<file path="config.mk">
export PLATFORM = sky130hd
export DESIGN_NAME = scr_out_stage
export DESIGN_NICKNAME = d
export VERILOG_FILES = /design/src/hw/rtl/scr_pkg.sv /design/src/hw/rtl/scr_out_stage.sv
export SDC_FILE = /design/constraint.sdc
export NUM_CORES = 1
export LEC_CHECK = 0
export BUFFER_PORTS_ARGS = -buffer_cell sky130_fd_sc_hd__buf_4
export CORE_UTILIZATION = 30
export DETAILED_ROUTE_END_ITERATION = 7
export GPL_TIMING_DRIVEN = 0
export SYNTH_ARGS = -nofsm -noshare
export SYNTH_HDL_FRONTEND = slang
export SYNTH_SLANG_ARGS = --single-unit
</file>
<file path="constraint.sdc">
create_clock -name clk -period 4.69 [get_ports clk]
set_clock_uncertainty 0.2 [all_clocks]
set_input_delay 1.1725 -clock clk [delete_from_list [all_inputs] [get_ports clk]]
set_output_delay 1.1725 -clock clk [all_outputs]
set_load 0.03 [all_outputs]
</file>
<file path="src/hw/rtl/scr_pkg.sv">
// Shared types, codes and CRC-16/ARC helpers for the SLIP/CRC frame receiver.
// No dependencies; used by every module of the block.
`default_nettype none

package scr_pkg;

  // SLIP special bytes
  localparam logic [7:0] SLIP_END     = 8'hC0;
  localparam logic [7:0] SLIP_ESC     = 8'hDB;
  localparam logic [7:0] SLIP_ESC_END = 8'hDC;
  localparam logic [7:0] SLIP_ESC_ESC = 8'hDD;

  // default geometry
  localparam int FRAME_MAX_DEF  = 256;
  localparam int BANK_DEPTH_DEF = 512;
  localparam int MIN_FRAME_DEF  = 4;
  localparam int BANK_DEPTH_MAX = 8192;
  localparam int POS_W          = $clog2(BANK_DEPTH_MAX);

  // fixed port field widths
  localparam int CMD_W       = 2;
  localparam int STATUS_W    = 3;
  localparam int LEN_PORT_W  = 9;
  localparam int IN_TDATA_W  = 16;
  localparam int OUT_TDATA_W = 24;

  typedef enum logic [CMD_W-1:0] {
    CMD_LINE    = 2'd0,
    CMD_READ    = 2'd1,
    CMD_RELEASE = 2'd2
  } cmd_t;

  typedef enum logic [STATUS_W-1:0] {
    ST_NONE  = 3'd0,
    ST_OK    = 3'd1,
    ST_SHORT = 3'd2,
    ST_CRC   = 3'd3,
    ST_BUSY  = 3'd4,
    ST_LONG  = 3'd5
  } status_t;

  // one write into the frame store
  typedef struct packed {
    logic             en;
    logic             bank;
    logic [POS_W-1:0] pos;
    logic [7:0]       data;
  } mem_wr_t;

  // one read from the frame store
  typedef struct packed {
    logic             en;
    logic             bank;
    logic [POS_W-1:0] pos;
  } mem_rd_t;

  // per-beat result fields known at accept time
  typedef struct packed {
    status_t               status;
    logic                  ready;
    logic [LEN_PORT_W-1:0] len;
    logic                  hit;   // read_data comes from the store
    logic                  sel;   // odd half of the store
  } res_meta_t;

  // CRC-16/ARC byte table entry (reflected poly 0xA001)
  function automatic logic [15:0] crc_tab(input logic [7:0] idx);
    logic [15:0] c;
    c = {8'h00, idx};
    for (int k = 0; k < 8; k++) begin
      c = c[0] ? ((c >> 1) ^ 16'hA001) : (c >> 1);
    end
    return c;
  endfunction

  function automatic logic [15:0] crc_step(input logic [15:0] crc, input logic [7:0] b);
    return {8'h00, crc[15:8]} ^ crc_tab(crc[7:0] ^ b);
  endfunction

endpackage

`default_nettype wire

</file>
<file path="src/hw/rtl/scr_out_stage.sv">
// Result pipeline: a stage that waits on the store read, then the output
// register. Drives the ready of the input side. Depends on scr_pkg.
`default_nettype none

module scr_out_stage (
  input  wire logic                 clk,
  input  wire logic                 rst_n,
  input  wire logic                 accept,
  output logic                      take,
  input  wire scr_pkg::res_meta_t   meta,
  input  wire logic [7:0]           even_q,
  input  wire logic [7:0]           odd_q,
  output logic                      out_valid,
  input  wire logic                 out_ready,
  output scr_pkg::status_t          out_status,
  output logic                      out_frame_ready,
  output logic [scr_pkg::LEN_PORT_W-1:0] out_len,
  output logic [7:0]                out_data
);
  import scr_pkg::*;

  logic      s1_v_r, s1_v_nxt;
  res_meta_t s1_r;
  logic      o_v_r, o_v_nxt;
  logic      adv;

  // s1 drains when the output register is empty or being taken
  assign adv      = !o_v_r || out_ready;
  assign take     = !s1_v_r || adv;
  assign s1_v_nxt = accept || (s1_v_r && !adv);
  assign o_v_nxt  = adv ? s1_v_r : o_v_r;

  always_ff @(posedge clk) begin
    if (!rst_n) begin
      s1_v_r <= 1'b0;
      o_v_r  <= 1'b0;
    end else begin
      s1_v_r <= s1_v_nxt;
      o_v_r  <= o_v_nxt;
    end
  end

  always_ff @(posedge clk) begin
    if (accept) s1_r <= meta;
    if (adv && s1_v_r) begin
      out_status      <= s1_r.status;
      out_frame_ready <= s1_r.ready;
      out_len         <= s1_r.len;
      out_data        <= s1_r.hit ? (s1_r.sel ? odd_q : even_q) : 8'h00;
    end
  end

  assign out_valid = o_v_r;

endmodule

`default_nettype wire

</file>
Word level (Yosys, flattened, before mapping)
Cells that the tools add are included.
{"block": "word_totals", "input_bits": 35, "wordCells": 20, "reg_bits": 38}
{"block": "classes", "n_mux": 1, "n_reduce_logical": 8}
{"operator": "$mux 8", "n": 1}
{"operator": "$logic_not 1->1", "n": 3}
{"operator": "$logic_or 1x1->1", "n": 3}
{"operator": "$logic_and 1x1->1", "n": 2}

Depth between registers and ports, before layout
{"block": "depth", "ltp_word": 5, "depth_mapped": 3}

Worst setup path before layout
OpenSTA, ideal clock, no wires.
{"block": "synth_path", "path_kind": "input to output", "startpoint": "input port out_ready", "endpoint": "output port take", "stages": 2, "path_slack_ns": 1.728, "required_time_ns": 3.318, "path_buffers": 0, "arrival_time_ns": 1.589, "cell_sequence": "nor2b_1 nand2_1"}
{"block": "synth_via", "elab_chain_cells": 2}
{"item": "start: declaration", "line_no": "scr_out_stage.sv:14", "text": "input wire logic out_ready,"}
{"item": "$logic_or 1x1->1", "line_no": "scr_out_stage.sv:28", "text": "assign adv = !o_v_r || out_ready;"}
{"item": "$logic_or 1x1->1", "line_no": "scr_out_stage.sv:29", "text": "assign take = !s1_v_r || adv;"}
{"item": "end: declaration", "line_no": "scr_out_stage.sv:9", "text": "output logic take,"}
No other way between the ends.

Final worst setup path
Same ends and word-level chain as after synthesis.

==> impl_metrics.tcl <==
set metrics [dict create \
    status "finished, final reports clean" \
    regToRegEndpoint "out_len[4]" \
    required_ns 3.32 \
    synth_top_cell_by_area "edfxtp_1" \
    regArea_um2 1120 \
    syn_area_per_cell_um2 21.3 \
    post-route-period-util_pct 67.8 \
    clkTransAtPathRegs_ns 0.07 \
    leakage_nw 0.771 \
    antennaDiodeCount 0 \
    dieArea_um2 4600 \
    hp-start "s1_r[3]" \
    synth_fp_nets 96 \
    cts_tree "done" \
    maxCapViolCount 0 \
    multiInputGateArea_um2 171 \
    met1_usage_pct 9.86 \
    use_met3_pct 7.50 \
    drt_iter0_drc 17 \
    min_path_cells 0 \
    synth_cell_types 9 \
    post-place-ws_ns 1.50 \
    synth_top_area_share_pct 83.1 \
    layout_commonest_cell "buf_4" \
    worstMarginPinSlew_ns 0.469 \
    hold_buffers 0 \
    cts_buffers 5 \
    wirelength_mm 2.28 \
    ir_worst_vdd_mv 0.183 \
    final.setup.worst_slack_ns 1.51 \
    dr_total_vias 743 \
    path_class "in -> out" \
    clk-insertion-delay-late_ns 0.28 \
    netlist_top_cells_area "edfxtp_1, mux2i_1, nor2b_1, dfxtp_1, buf_6" \
    grt_overflow 0 \
    dp_hpwl_mm 1.76 \
    power.total_mw 0.689 \
    antenna_found_initial 0 \
    gp_congestion 0.734 \
    hp-class "reg -> reg" \
    io_buffers 57 \
    track_usage_pct 11.1 \
    r2r_start "out_valid" \
    slew_viol_final 0 \
    whs_endpoint "out_len[1]" \
    cts_sinks 38 \
    cts-root-buf "clkbuf_8" \
    reg2reg_setup_slack_ns 3.07 \
    routedWlPerCell_um 12.9 \
    post-cts-setup-buffers 0 \
    core_um2 4090 \
    grt.busiest_layer "met2" \
    die_h_um 67.9 \
    hold_violations 0 \
    final_cell_mix "buf_4, edfxtp_1, nor2b_1, mux2i_1, clkbuf_8" \
    grt_max_degree 17 \
    path_max_fanout 4 \
    htreeDepth 2 \
    first_global_vias 806 \
    viasPerCell 4.20 \
    relSlewSlack_pct 68.6 \
    fin_util_pct 46.3 \
    tns_ns 0 \
    start_util_pct 31.8 \
    cp-start-kind "input pin" \
    end_kind "output pin" \
    worstPathArrival_ns 1.81 \
    synth_area_um2 1300 \
    clock_path_buffers 2 \
    setup_viol 0 \
    first_pass_iters 2 \
    post_cts_resized 0 \
    reg2reg_depth 3 \
    grt_setup_unrepaired "false" \
    io-pin-count 58 \
    drcViolationCount 0 \
    drive_gt1_share_pct 52.0 \
    ys_seq_area_share_pct 86.2 \
    period_needed_ns 3.18 \
    powerDensity_nw_per_um2 365 \
    grtUsageMet2_pct 18.9 \
    ant_nets 0 \
    synth-seq-cells 38 \
    n_fill_cell 379 \
    ys_warn_count 0 \
    max_freq_ghz 0.314 \
    netlist_instances 61 \
    die_x_um 67.9 \
    nets 161 \
    area_growth_pct 45.3 \
    rows 23 \
    grt_first_pass_wirelength_mm 3.46 \
]
## critical path: stages
cell and delay (ns):
buf_4 0.11, nor2b_1 0.26, nand2_1 0.09, buf_4 0.17
## worst max path at each step
stage	cells after the start	from	slack, ns	to
2_1_floorplan	2	out_ready	1.73	take
3_3_place_gp	3	out_ready	1.41	out_data[0]
3_5_place_dp	4	out_ready	1.50	take
4_1_cts	4	out_ready	1.50	take
5_1_grt	4	out_ready	1.46	take
6_report	4	out_ready	1.51	take
## layer usage
metal / vias up / routed length (um)
met3: 6 / 197
met1: 344 / 786
met2: 35 / 1220
met4: 0 / 67
met5: - / 0
li1: 358 / -
## synth_stat cells (all sizes together)
cell type  instances
a22o               1
and2               1
buf                1
dfxtp              2
edfxtp            36
mux2i              8
nand2              1
nor2b             10
o21a               1
## per-stage QoR
stage               hold WS (ns)  instance area, um^2  instances
floorplan                  0.200                 1300         61
global placement           0.202                 1790        168
detailed placement         0.205                 1810        169
CTS                        0.221                 1890        177
global route               0.222                 1890        177
finish                     0.217                 1890        177
## layout make-up
type                    instances  area share [%]
plain buffers                   1           0.596
clock buffers                   6            3.84
clock inverters                 2           0.463
multi-input cells              22            9.07
flip-flops and latches         38            59.3
well taps                      50            3.31
repair buffers                 58            23.4
## state kept, by name, summed over array words and instances, names as in the netlist
name / count
out_data: 8
out_frame_ready: 1
out_len: 9
out_status: 3
out_valid: 1
s1_r: 15
s1_v_r: 1
## where the power goes
group	internal [mW]	switching, mW
clock network	0.102	0.101
logic	0.0405	0.0414
registers	0.397	0.00669
## cells by family (layout without fill, tap and decap cells)
kind of cell           after synthesis  in the layout  synth area share (%)
DFF                                 38             38                  86.2
and+or+nand+nor                     12             12                  5.58
muxes                                8              8                  6.15
AOI/OAI and AO/OA                    2              2                  1.25
buffers and inverters                1             67                 0.865
Power figures use the tool's default switching activity.
