`src/hw/rtl/scr_pkg.sv`:
```
// Shared types, codes and CRC-16/ARC helpers for the SLIP/CRC frame receiver.
// No dependencies; used by every module of the block.
`default_nettype none

package scr_pkg;

  // SLIP special bytes
  localparam logic [7:0] SLIP_END     = 8'hC0;
  localparam logic [7:0] SLIP_ESC     = 8'hDB;
  localparam logic [7:0] SLIP_ESC_END = 8'hDC;
  localparam logic [7:0] SLIP_ESC_ESC = 8'hDD;

  // default geometry
  localparam int FRAME_MAX_DEF  = 256;
  localparam int BANK_DEPTH_DEF = 512;
  localparam int MIN_FRAME_DEF  = 4;
  localparam int BANK_DEPTH_MAX = 8192;
  localparam int POS_W          = $clog2(BANK_DEPTH_MAX);

  // fixed port field widths
  localparam int CMD_W       = 2;
  localparam int STATUS_W    = 3;
  localparam int LEN_PORT_W  = 9;
  localparam int IN_TDATA_W  = 16;
  localparam int OUT_TDATA_W = 24;

  typedef enum logic [CMD_W-1:0] {
    CMD_LINE    = 2'd0,
    CMD_READ    = 2'd1,
    CMD_RELEASE = 2'd2
  } cmd_t;

  typedef enum logic [STATUS_W-1:0] {
    ST_NONE  = 3'd0,
    ST_OK    = 3'd1,
    ST_SHORT = 3'd2,
    ST_CRC   = 3'd3,
    ST_BUSY  = 3'd4,
    ST_LONG  = 3'd5
  } status_t;

  // one write into the frame store
  typedef struct packed {
    logic             en;
    logic             bank;
    logic [POS_W-1:0] pos;
    logic [7:0]       data;
  } mem_wr_t;

  // one read from the frame store
  typedef struct packed {
    logic             en;
    logic             bank;
    logic [POS_W-1:0] pos;
  } mem_rd_t;

  // per-beat result fields known at accept time
  typedef struct packed {
    status_t               status;
    logic                  ready;
    logic [LEN_PORT_W-1:0] len;
    logic                  hit;   // read_data comes from the store
    logic                  sel;   // odd half of the store
  } res_meta_t;

  // CRC-16/ARC byte table entry (reflected poly 0xA001)
  function automatic logic [15:0] crc_tab(input logic [7:0] idx);
    logic [15:0] c;
    c = {8'h00, idx};
    for (int k = 0; k < 8; k++) begin
      c = c[0] ? ((c >> 1) ^ 16'hA001) : (c >> 1);
    end
    return c;
  endfunction

  function automatic logic [15:0] crc_step(input logic [15:0] crc, input logic [7:0] b);
    return {8'h00, crc[15:8]} ^ crc_tab(crc[7:0] ^ b);
  endfunction

endpackage

`default_nettype wire

```
`src/hw/rtl/scr_deframer.sv`:
```
// SLIP decoder, running CRC, frame checks and held-frame bookkeeping.
// Issues store writes/reads and the result fields of each beat. Depends on scr_pkg.
`default_nettype none

module scr_deframer #(
  parameter int FRAME_MAX  = scr_pkg::FRAME_MAX_DEF,
  parameter int BANK_DEPTH = scr_pkg::BANK_DEPTH_DEF,
  parameter int MIN_FRAME  = scr_pkg::MIN_FRAME_DEF
) (
  input  wire logic                  clk,
  input  wire logic                  rst_n,
  input  wire logic                  accept,
  input  wire logic [1:0]            cmd,
  input  wire logic [7:0]            rx_byte,
  input  wire logic [7:0]            read_index,
  output scr_pkg::mem_wr_t           wr0,
  output scr_pkg::mem_wr_t           wr1,
  output scr_pkg::mem_rd_t           rd,
  output scr_pkg::res_meta_t         meta
);
  import scr_pkg::*;

  localparam int CNT_W = $clog2(FRAME_MAX + 3);
  localparam int LEN_W = $clog2(FRAME_MAX + 1);
  localparam logic [CNT_W-1:0] CNT_LIM = CNT_W'(FRAME_MAX + 2);
  localparam logic [CNT_W-1:0] CNT_MIN = CNT_W'(MIN_FRAME);

  typedef struct packed {
    logic [CNT_W-1:0] cnt;
    logic             ovf;
    logic [15:0]      crc;
    logic [7:0]       ra;
    logic [7:0]       rb;
  } fst_t;

  fst_t             fs_r, fs_nxt, fs0, fs1, fs2;
  logic             esc_r, esc_nxt;
  logic             bank_r, bank_nxt;
  logic             held_r, held_nxt;
  logic [LEN_W-1:0] hlen_r, hlen_nxt;

  logic [1:0] npush;
  logic [7:0] p0, p1;
  logic       can0, can1, is_line, is_end;
  status_t    st;

  function automatic logic can_push(input fst_t s);
    return !s.ovf && (s.cnt < CNT_LIM);
  endfunction

  function automatic fst_t push(input fst_t s, input logic [7:0] b);
    fst_t t;
    t = s;
    if (!can_push(s)) begin
      t.ovf = 1'b1;
    end else begin
      if (s.cnt >= CNT_W'(2)) t.crc = crc_step(s.crc, s.ra);
      t.ra  = s.rb;
      t.rb  = b;
      t.cnt = s.cnt + CNT_W'(1);
    end
    return t;
  endfunction

  // decode: how many bytes this line beat pushes
  always_comb begin
    npush   = 2'd0;
    p0      = rx_byte;
    p1      = rx_byte;
    esc_nxt = esc_r;
    if (esc_r) begin
      esc_nxt = 1'b0;
      npush   = 2'd1;
      if (rx_byte == SLIP_ESC_END) p0 = SLIP_END;
      else if (rx_byte == SLIP_ESC_ESC) p0 = SLIP_ESC;
      else begin
        p0    = SLIP_ESC;
        npush = 2'd2;
      end
    end else if (rx_byte == SLIP_ESC) begin
      esc_nxt = 1'b1;
    end else begin
      npush = 2'd1;
    end
  end

  assign is_line = (cmd_t'(cmd) == CMD_LINE);
  assign is_end  = (rx_byte == SLIP_END);
  assign fs0     = fs_r;
  assign fs1     = (npush != 2'd0) ? push(fs0, p0) : fs0;
  assign fs2     = (npush == 2'd2) ? push(fs1, p1) : fs1;
  assign can0    = can_push(fs0) && (32'(fs0.cnt) < BANK_DEPTH);
  assign can1    = can_push(fs1) && (32'(fs1.cnt) < BANK_DEPTH);

  // frame checks at the end byte: short, long, crc, busy
  always_comb begin
    if (fs_r.cnt == '0 && !fs_r.ovf) st = ST_NONE;
    else if (!fs_r.ovf && fs_r.cnt < CNT_MIN) st = ST_SHORT;
    else if (fs_r.ovf) st = ST_LONG;
    else if ({fs_r.ra, fs_r.rb} != fs_r.crc) st = ST_CRC;
    else if (held_r) st = ST_BUSY;
    else st = ST_OK;
  end

  always_comb begin
    fs_nxt   = fs_r;
    bank_nxt = bank_r;
    held_nxt = held_r;
    hlen_nxt = hlen_r;
    meta     = '0;
    wr0      = '0;
    wr1      = '0;
    rd       = '0;
    meta.status = ST_NONE;
    case (cmd_t'(cmd))
      CMD_LINE: begin
        if (is_end) begin
          meta.status = st;
          fs_nxt      = '0;
          if (st == ST_OK) begin
            held_nxt = 1'b1;
            hlen_nxt = LEN_W'(fs_r.cnt - CNT_W'(2));
            bank_nxt = ~bank_r;
          end
        end else begin
          fs_nxt   = fs2;
          wr0.en   = (npush != 2'd0) && can0;
          wr0.bank = bank_r;
          wr0.pos  = POS_W'(fs0.cnt);
          wr0.data = p0;
          wr1.en   = (npush == 2'd2) && can1;
          wr1.bank = bank_r;
          wr1.pos  = POS_W'(fs1.cnt);
          wr1.data = p1;
        end
      end
      CMD_READ: begin
        meta.hit = held_r && (32'(read_index) < 32'(hlen_r))
                   && (32'(read_index) < BANK_DEPTH);
        meta.sel = read_index[0];
        rd.en    = meta.hit;
        rd.bank  = ~bank_r;
        rd.pos   = POS_W'(read_index);
      end
      CMD_RELEASE: begin
        held_nxt = 1'b0;
        hlen_nxt = '0;
      end
      default: ;
    endcase
    meta.ready = held_nxt;
    meta.len   = held_nxt ? LEN_PORT_W'(hlen_nxt) : '0;
    // gate side effects on the handshake
    wr0.en = wr0.en && accept;
    wr1.en = wr1.en && accept;
    rd.en  = rd.en && accept;
  end

  always_ff @(posedge clk) begin
    if (!rst_n) begin
      fs_r   <= '0;
      esc_r  <= 1'b0;
      bank_r <= 1'b0;
      held_r <= 1'b0;
      hlen_r <= '0;
    end else if (accept) begin
      fs_r   <= fs_nxt;
      esc_r  <= (is_line && is_end) ? 1'b0 : (is_line ? esc_nxt : esc_r);
      bank_r <= bank_nxt;
      held_r <= held_nxt;
      hlen_r <= hlen_nxt;
    end
  end

endmodule

`default_nettype wire

```
`config.mk`:
```
export PLATFORM = sky130hd
export DESIGN_NAME = scr_deframer
export DESIGN_NICKNAME = d
export VERILOG_FILES = /design/src/hw/rtl/scr_pkg.sv /design/src/hw/rtl/scr_deframer.sv
export SDC_FILE = /design/constraint.sdc
export NUM_CORES = 1
export LEC_CHECK = 0
export CAP_MARGIN = 5
export CORE_UTILIZATION = 35
export CTS_BUF_LIST = sky130_fd_sc_hd__clkbuf_16
export CTS_CLUSTER_DIAMETER = 200
export DETAILED_ROUTE_END_ITERATION = 8
export DONT_BUFFER_PORTS = 1
export SYNTH_ARGS = -nofsm -noshare
export SYNTH_HDL_FRONTEND = slang
export SYNTH_SLANG_ARGS = --single-unit
```
`constraint.sdc`:
```
create_clock -name clk -period 3.5 [get_ports clk]
set_clock_uncertainty 0.05 [all_clocks]
set_input_delay 0.525 -clock clk [delete_from_list [all_inputs] [get_ports clk]]
set_output_delay 0.525 -clock clk [all_outputs]
set_load 0.05 [all_outputs]
```
### After elaboration in Yosys (flattened, before gate mapping)

Index checks and enable logic that the tools add are counted.

| storage, ports and cells | value |
|---|---|
| bits in registers | 54 |
| bits of input ports | 21 |
| output and inout port bits | 76 |
| word-level logic and storage cells | 125 |

| operators by class | value |
|---|---|
| add/sub/neg operators | 3 |
| $lt $le $gt $ge | 6 |
| eq/ne operators | 9 |
| multiplexer cells | 57 |
| bitwise operators | 21 |
| reductions and logical operators | 20 |

Operators with widths:

| operator | number |
|---|---|
| 16-bit 2-to-1 mux | 18 |
| 42-bit 2-to-1 mux | 3 |
| 23-bit 2-to-1 mux | 4 |
| 32-bit 2-to-1 mux | 2 |
| 9-bit 2-to-1 mux | 5 |
| 2-bit NOT with 3-bit output | 14 |
| 8-bit equality test, second input constant | 4 |
| 8-bit by 16-bit bitwise XOR with 16-bit output | 2 |
| 3-bit 2-to-1 mux | 7 |
| 9-bit by 1-bit adder with 9-bit output, second input constant | 2 |
| 9-bit by 2-bit greater-or-equal comparator with 1-bit output, second input constant | 2 |
| 9-bit < comparator, second input constant | 2 |
| 9-bit one-hot mux with 2 select lines | 1 |
| 16-bit inequality test | 1 |
| 8-bit bitwise XOR | 2 |
| 15-bit 2-to-1 mux | 1 |
| 1-bit logical AND | 11 |
| 9-bit logical NOT | 1 |
| 8-bit by 9-bit < comparator with 1-bit output | 1 |
| 9-bit by 3-bit < comparator with 1-bit output, second input constant | 1 |
| 1-bit 2-to-1 mux | 9 |
| 9-bit by 2-bit subtractor with 9-bit output, second input constant | 1 |
| 2-bit 2-to-1 mux | 4 |
| 8-bit 2-to-1 mux | 1 |
| other kinds (12) | 17 |

### Logic depth before layout (Yosys ltp)

Gate-level depths: netlist (run 1).

| logic depth | value |
|---|---|
| depth in word-level cells | 43 |
| depth in mapped cells | 19 |
| gate-level depth less buffers | 15 |

### Worst setup path after synthesis (run 1)

No wires, ideal clock.

| path | value |
|---|---|
| kind | register -> output |
| start point | reg fs_r (netlist bit fs0[6]) |
| end point | out meta[3] (netlist name) |
| data arrival time | 3.262 ns |
| data required time | 2.925 ns |
| setup slack | -0.337 ns |
| cell stages (with the launch flop) | 10 |
| path buffers | 2 |
| path through | dfxtp_1 > clkbuf_1 > xor2_1 > or4_1 > nor4_1 > nand3_1 > nor3_1 > clkbuf_1 > nand2_1 > a21oi_1 |

RTL lines:

| element | line | text |
|---|---|---|
| from (decl) | scr_deframer.sv:36 | `fst_t fs_r, fs_nxt, fs0, fs1, fs2;` |
| from (signal assigned) | scr_deframer.sv:167 | `fs_r <= fs_nxt;` |
| to (decl) | scr_deframer.sv:19 | `output scr_pkg::res_meta_t meta` |

==> results of run 1 <==
[cells in the final DEF, fill, tap and decap left out, drive strengths merged, types with 4 or more instances in the layout]
| cell | instances |
|---|---|
| or3 | 4 |
| nor3 | 21 |
| o21ai | 39 |
| a21o | 5 |
| o31ai | 5 |
| a31oi | 4 |
| nor2b | 42 |
| nor4 | 5 |
| a22oi | 19 |
| mux2i | 12 |
| o22ai | 5 |
| nand2b | 4 |
| xor2 | 19 |
| or4 | 6 |
| a21boi | 10 |
| nand2 | 63 |
| nand3 | 14 |
| inv | 25 |
| dfxtp | 54 |
| ha | 14 |
| a32oi | 8 |
| nand4 | 6 |
| buf | 102 |
| and2 | 31 |
| o221ai | 6 |
| o211ai | 5 |
| clkbuf | 5 |
| conb | 13 |
| a21oi | 38 |
| nor2 | 68 |
| a211oi | 10 |
| xnor2 | 50 |
[worst max-delay path: cells and delay by family (launching register included)]
kind            cells  cell delay, ns
flops               1            0.31
fa+ha+maj           1            0.26
simple gates        4            1.29
buf+inv             2            0.22
compound gates      3            0.47
[power by group]
group | total (µW) | internal, µW | switching, µW
sequential | 624 | 618 | 6.54
combinational | 278 | 90.0 | 188
clock | 527 | 267 | 260
[per-layer routing]
layer / GRT usage [%] / wire length [µm] / vias to the layer above
met3: 4.41 / 1600 / 39
met5: 0 / 0 / -
met1: 33.9 / 7900 / 2564
li1: - / - / 2518
met4: 7.32 / 437 / 0
met2: 35.0 / 7520 / 267
[kinds of logic (layout without fill, tap and decap cells)]
group	Yosys count	in the layout	share of synthesized area [%]
other	1	13	0.0741
adder cells (fa/ha/maj)	14	14	3.46
flip-flops	54	54	21.4
buffers and inverters	82	134	7.72
XOR/XNOR	71	71	13.2
AND/OR/NAND/NOR	278	278	27.8
AO/OA/AOI/OAI	177	177	24.0
multiplexers	12	12	2.37
[worst max path at each step]
| stage | slack, ns | end | cells after the start |
|---|---|---|---|
| 3_3_place_gp | 0.11 | fs0[21]$_SDFFE_PN0P_ | 11 |
| 6_report | 0.08 | wr1[22] | 10 |
| 3_5_place_dp | 0.03 | fs0[30]$_SDFFE_PN0P_ | 10 |
| 5_1_grt | 0.006 | wr1[15] | 9 |
| 2_1_floorplan | -0.02 | meta[10] | 9 |
| 4_1_cts | 0.006 | meta[7] | 12 |
[cell type report]
class / instances / area, µm² / share of cell area, %
clock buffer: 5 / 125 / 2.02
tap: 180 / 225 / 3.63
inverter: 24 / 90.1 / 1.45
sequential: 54 / 1100 / 17.7
multi-input combinational: 565 / 3740 / 60.3
clock inverter: 3 / 20.0 / 0.323
timing repair buffer: 102 / 903 / 14.6
[metrics by stage]
step | setup TNS, ns | hold WS (ns) | worst slack [ns] | total power [µW]
finish | 0 | 0.297 | 0.0822 | 1430
global route | 0 | 0.297 | 0.00597 | 1480
CTS | 0 | 0.296 | 0.00605 | 1440
detailed placement | 0 | 0.428 | 0.0339 | 913
global placement | 0 | 0.415 | 0.111 | 911
floorplan | -0.114 | 0.423 | -0.0151 | 866
[flip-flops by register name, summed over array words and instances (netlist names)]
| register | count |
|---|---|
| hlen_r | 9 |
| held_r | 1 |
| fs0 | 42 |
| esc_r | 1 |
| bank_r | 1 |
[timing repair]
item,in CTS,in global routing
resized for setup,4,20
pin swaps,0,3
setup endpoints to repair,11,23
buffers inserted,0,2
hold endpoints to repair,0,0
==> results.md, run 1 <==
- The wire-length estimate of the detail-placed layout is 13.6 mm.
- The floorplan row count is 43.
- The commonest register cell after synthesis is sky130_fd_sc_hd__dfxtp_1.
- TritonCTS built the clock tree.
- The final critical path takes up 97.7% of the cycle.
- The path class of the tightest hold or removal check is input pin to register.
- The number of instances in the synthesized netlist is 689.
- The core region area is 14000 µm².
- The leakage component of the power is 0.00241 µW.
- The signal on the critical path passes through inv_1, ha_2, nor2b_2, a21oi_2, or4_1, o311ai_1, a31oi_1, or2_1, nor2_4, buf_12.
- sky130_fd_sc_hd__nor2_1 is the most common cell in the netlist.
- The final wirelength is 17.5 mm.
- In the global route stage, overall resource usage came out at 23.5%.
- The post-route DRC violation count is 0.
- The initial antenna violation count was 0.
- Entering global routing, the biggest net connects 50 pins.
- The delay of the slowest critical-path stage is between 0.5 and 0.6 ns.
- The number of H-tree levels is 2.
- The number of buffers on the longest clock path is 2.
- By count the netlist is led by sky130_fd_sc_hd__nor2_1, sky130_fd_sc_hd__nand2_1, sky130_fd_sc_hd__dfxtp_1, sky130_fd_sc_hd__xnor2_1, sky130_fd_sc_hd__nor2b_1.
- The post-synthesis register bit count is 54.
- The register-to-register path setup slack is 0.14 ns.
- The number of global-route vias before repair is 4912.
- The start point of the worst min-delay path is rst_n.
- The path with the worst hold slack has its endpoint at held_r$_SDFFE_PN0P_.
- The largest individual stage delay along the critical path comes from the cell sky130_fd_sc_hd__or4_1.
- The cell area after synthesis is 5060 µm².
- The die boundary width is 122 µm.
- The reg-to-reg critical path startpoint is fs0[37]$_SDFFE_PN0P_.
- The number of cells traversed by the worst register-to-register path is 10.
- The leftover overflow at the end of global routing is 0.
- The cell taking the most area after synthesis is sky130_fd_sc_hd__dfxtp_1.
- The max-capacitance violation count is 0.
- The synthesized area divided by synthesized cell count is 7.34 µm².
- The time the worst path needs with I/O delays and setup is 3.42 ns.
- 97 I/O pins were placed.
- Sorting the synthesized cells by area gives the leading types as sky130_fd_sc_hd__dfxtp_1, sky130_fd_sc_hd__xnor2_1, sky130_fd_sc_hd__nor2b_1, sky130_fd_sc_hd__nor2_1, sky130_fd_sc_hd__nand2_1.
- The design area is approximately 6200 µm².
- For this configuration, the core starts out at a cell density of 36.2%.
- Power spread over the standard cell area amounts to 231 nW/µm².
- The number of distinct library cells after synthesis is around 70.
- Along the worst path, the maximum fanout reaches 5.
- Once layout is complete, the utilization of the core stands at between 40 and 50%.
- The final non-filler cell total is about 930.
- The sequential element share of the synthesized area is 21.4%.
- Once placement completed, the tool counted placed cells totaling 923.
- TritonCTS created 5 clock buffers.
- The clock transition time at the flip-flop clock pins of the worst setup and hold paths is approximately 0.080 ns.
- The instance area at placement is 5960 µm².
- The total via count after detailed routing is 5388.
- The clock latency reported for the late side of the worst-skew pair is 0.30 ns.
- Setup violations remaining at the end of the flow were counted as 0.
- The capture instance of the worst register-to-register path is fs0[31]$_SDFFE_PN0P_.
- In this run, post-CTS hold repair placed 0 buffers.
- The count of final hold-check violations is 0.
- 0 antenna diodes ended up in the layout.
- Clock tree synthesis selected as its root buffer the cell sky130_fd_sc_hd__clkbuf_16.
- The count of nets left with antenna violations once routing finished came out at 0.
- The area of the die is roughly 15000 µm².
- The depth of the worst hold-timing path is 1.
- The first global-routing pass estimated 27.0 mm of wire.
- The flow ran to the end, and the final reports show no timing, DRC or antenna violations.
- STA classifies the critical path startpoint as a register.
- The worst-case IR drop observed on VDD is approximately 0.00017 V.
- The number of pins exceeding their max-slew limit in the final report is 0.
- The maximum frequency from static timing analysis is 293 MHz.
- Of all flip-flops after synthesis, the portion carrying an async set or reset was 0%.
- The DRC violation total after the first TritonRoute iteration is 532.
- The count of flip-flops with a built-in enable after synthesis is 0.
- The global placement routability congestion is 0.976.
- The number of filler instances in the final layout is 1454.
- Measured along the y axis, the die boundary spans 122 µm.
- The top cell type by area accounts for around a fifth of the synthesized area.
- By startpoint and endpoint, the worst setup path is classified as register to output pin.
- STA classifies the critical path endpoint as an output pin.
- In the final routed layout, each cell accounts on average for ~19 µm.
- The required arrival time at the worst endpoint is 2.92 ns.
- Setup repair after global routing left no endpoint under its margin.
- The Yosys step of the flow raised 0 warnings.
- The first-pass detailed-route iteration total is 5.
- The worst path arrival time is 2.84 ns.
- The relative area change from synthesis to final layout is 22.5%.
- The normalized max-slew margin is 46.8%.
- The first element of the critical path is fs0[34]$_SDFFE_PN0P_.
- At the pin with the least slew margin, the transition time is 0.796 ns.
- The number of clock sinks seen by CTS is 54.
- The count of input and output buffers is 0.
- Of the cells placed in the final design, the portion with a size suffix greater than 1 is 20.3%.
- The final layout contains 787 nets.
- The ratio of routed vias to standard cells is 5.77.
Power figures use the tool's default switching activity.
==> run 2: changes to the inputs <==
Settings changed: CORE_UTILIZATION 35 to 55, PLACE_DENSITY from default to 0.7.
Clock period 3.5 ns to 3.3 ns, I/O delays scaled along.
==> run 2 against run 1 <==
The run now ends with design-rule violations left. Clock-buffer cell count is the same. Design area grew 2.6%. Die area shrank 36%. Sequential cell count is the same. Clock power grew 7.6%. Critical path depth shrank 2. First-iteration DRC count shrank 23%. Largest cell class unchanged. Largest power group unchanged. Highest routed layer unchanged.
==> results.md, run 2 (synthesis results as in run 1) <==
- Status: finished with violations (was finished clean).
- The checks that failed: design-rule violations.
- The maximum ir drop on the vdd rail came to 0.000232 V (was 0.000169 V).
- The first-pass detailed-route iteration total is 9 (was 5).
- The areal power density over the cells is 241 nW/µm² (was 231 nW/µm²).
- The initial antenna violation count came to 0 (unchanged).
- The height of the die is 97.9 µm (was 122 µm).
- The design area is 6360 µm² (was 6200 µm²).
- The routed length per placed instance is 19.2 µm (was 18.7 µm).
- The number of buffers on the longest clock path was 2 (unchanged).
- The number of clock buffers inserted by TritonCTS is 5 (unchanged).
- The number of buffers inserted for hold repair after clock tree synthesis is 0 (unchanged).
- The initial core utilization came to 57.5% (was 36.2%).
- The number of placed cells counting well taps is 853 (was 923).
- The instance area at placement is 5960 µm² (about the same).
- The flip-flop count of the largest register after layout is 42 (unchanged).
- The residual antenna-violating net count after detailed routing is 0 (unchanged).
- The number of pins exceeding their max-slew limit in the final report is 0 (unchanged).
- The required arrival time at the worst endpoint is 2.75 ns (was 2.92 ns).
- The final-layout setup total negative slack is 0 ns (unchanged).
- The number of filler instances in the final layout is 720 (was 1454).
- Commonest non-fill, non-tap cells in the layout: sky130_fd_sc_hd__buf_4, sky130_fd_sc_hd__nand2_1, sky130_fd_sc_hd__nor2_1 (unchanged).
- The ratio of routed vias to standard cells is 6.24 (was 5.77).
- The die boundary width came to 97.9 µm (was 122 µm).
- The element type at the critical path end was an output pin (unchanged).
- The aggregate global-route resource usage is 33.7% (was 23.5%).
- The floorplan row count is 34 (was 43).
- The DRC violation total after the first TritonRoute iteration is 412 (was 532).
- The total inserted antenna cells came to 0 (unchanged).
- The number of clock sinks seen by CTS was 54 (unchanged).
- The area of the die is 9590 µm² (was 14900 µm²).
- The largest fanout on the critical path is 7 (was 5).
- The relative area change from synthesis to final layout is 25.8% (was 22.5%).
- The critical path's top delay family was simple AND/OR/NAND/NOR gates (unchanged).
- The normalized max-slew margin is 45.1% (was 46.8%).
- The clock latency reported for the late side of the worst-skew pair is 0.30 ns (about the same).
- The commonest non-fill, non-tap cell in the layout is sky130_fd_sc_hd__buf_4 (unchanged).
- The placed wire-length estimate after detailed placement was 12.5 mm (was 13.6 mm).
- The sequential cell area in the final layout was 1100 µm² (about the same).
- The final non-filler cell total came to 868 (was 933).
- The global placement routability congestion is 0.981 (was 0.976).
- The number of setup violations in the final report is 0 (unchanged).
- The area of the multi-input gates was 3890 µm² (was 3740 µm²).
- The leftover overflow at the end of global routing is 0 (unchanged).
- The maximum frequency from static timing analysis is slightly above 300 MHz.
- The core region area was 8810 µm² (was 14000 µm²).
- The path class of the lowest-slack min-delay path is input pin to register (unchanged).
- The share of post-route cells with drive strength above 1 is 24.2% (was 20.3%).
- Ordered list of cells on the worst path: nor4_1, buf_4, a21oi_2, or4_1, o311ai_1, a31oi_1, or2_4, nor2_4 (was inv_1, ha_2, nor2b_2, a21oi_2, or4_1, o311ai_1, a31oi_1, or2_1, nor2_4, buf_12).
- The final wirelength is 16.6 mm (was 17.5 mm).
- The clock root buffer is sky130_fd_sc_hd__clkbuf_16 (unchanged).
- The slowest cell on the critical path is sky130_fd_sc_hd__or4_1 (unchanged).
- The number of nets in the finished design is 794 (was 787).
- The actual slew at the worst max-slew pin is 0.821 ns (was 0.796 ns).
- The maximum number of pins on one net before global-route repair is 50 (unchanged).
- The count of input and output buffers was 0 (unchanged).
- The fraction of the cycle the final worst path needs is between 90% and 100%.
- Setup repair after global routing missed its margin: true (was false).
- The total design power is 1530 µW (was 1430 µW).
- The sort of element at the start of the critical path is a register (unchanged).
- The number of H-tree levels came to 2 (unchanged).
- The count of boundary I/O pins is 97 (unchanged).
- The class of the most critical setup path is register to output pin (unchanged).
- The total via count after detailed routing came to 5415 (was 5388).
- The leakage component of the power is 0.00248 µW (was 0.00241 µW).
- The wire length of the first global-routing pass is 25.9 mm (was 27.0 mm).
- The clock transition time at the flip-flop clock pins of the worst setup and hold paths came to 0.08 ns (about the same).
- The delay of the slowest critical-path stage is 0.52 ns (was 0.55 ns).
- The worst path arrival time was 2.72 ns (was 2.84 ns).
- The count of final hold-check violations is 0 (unchanged).
- The buffer and inverter count on the worst path is 1 (was 2).
- The TritonCTS clock tree is built (unchanged).
- The number of global-route vias before repair is 5168 (was 4912).
- The max-capacitance violation count is 0 (unchanged).
- The post-route DRC violation count is 13 (was 0).
- Counting I/O delays and the setup requirement, the final critical path takes ~3.3 ns.
[run 2: report_power, final]
| part | total, µW | internal, µW | switching [µW] |
|---|---|---|---|
| sequential | 662 | 655 | 6.88 |
| combinational | 303 | 100 | 203 |
| clock | 567 | 292 | 275 |
| total | 1530 | 1050 | 485 |
[run 2: worst paths after layout]
kind,start,end,slack (ns),depth (start not counted)
max reg2reg,fs0[36]$_SDFFE_PN0P_,fs0[17]$_SDFFE_PN0P_,0.08,12
min,rst_n,fs0[26]$_SDFFE_PN0P_,0.27,1
max,fs0[36]$_SDFFE_PN0P_,wr1[22],0.03,8
min reg2reg,fs0[17]$_SDFFE_PN0P_,fs0[17]$_SDFFE_PN0P_,0.46,2
[run 2: metrics by stage]
step	hold slack (ns)	setup slack [ns]	util (%)
3_5_place_dp	0.462	-0.0396	67.6
6_report	0.271	0.0342	72.3
5_1_grt	0.263	-0.0936	72.3
2_1_floorplan	0.423	-0.0344	-
3_3_place_gp	0.445	0.0242	67.6
4_1_cts	0.267	0.0268	70.2
[run 2: metal layers]
metal  vias up  part of all wire, %  track usage (%)
met4         0                  4.8             18.1
met3        66                  6.9             4.08
met5         -                    0                0
li1       2530                    -                -
met2       256                   49             59.8
met1      2563                   39             39.7
[run 2: layout make-up]
class	count	area share (%)
Multi-Input combinational cell	565	61.2
Inverter	24	1.47
Tap cell	108	2.12
Clock inverter	3	0.452
Clock buffer	5	1.97
Sequential cell	54	17.2
Timing Repair Buffer	109	15.5
[run 2: repair_timing]
item / 4_1_cts / 5_1_grt
setup endpoints to repair: 11 / 26
gates cloned: 0 / 1
pin swaps: 2 / 9
buffers inserted: 0 / 6
hold endpoints to repair: 0 / 0
resized for setup: 19 / 34
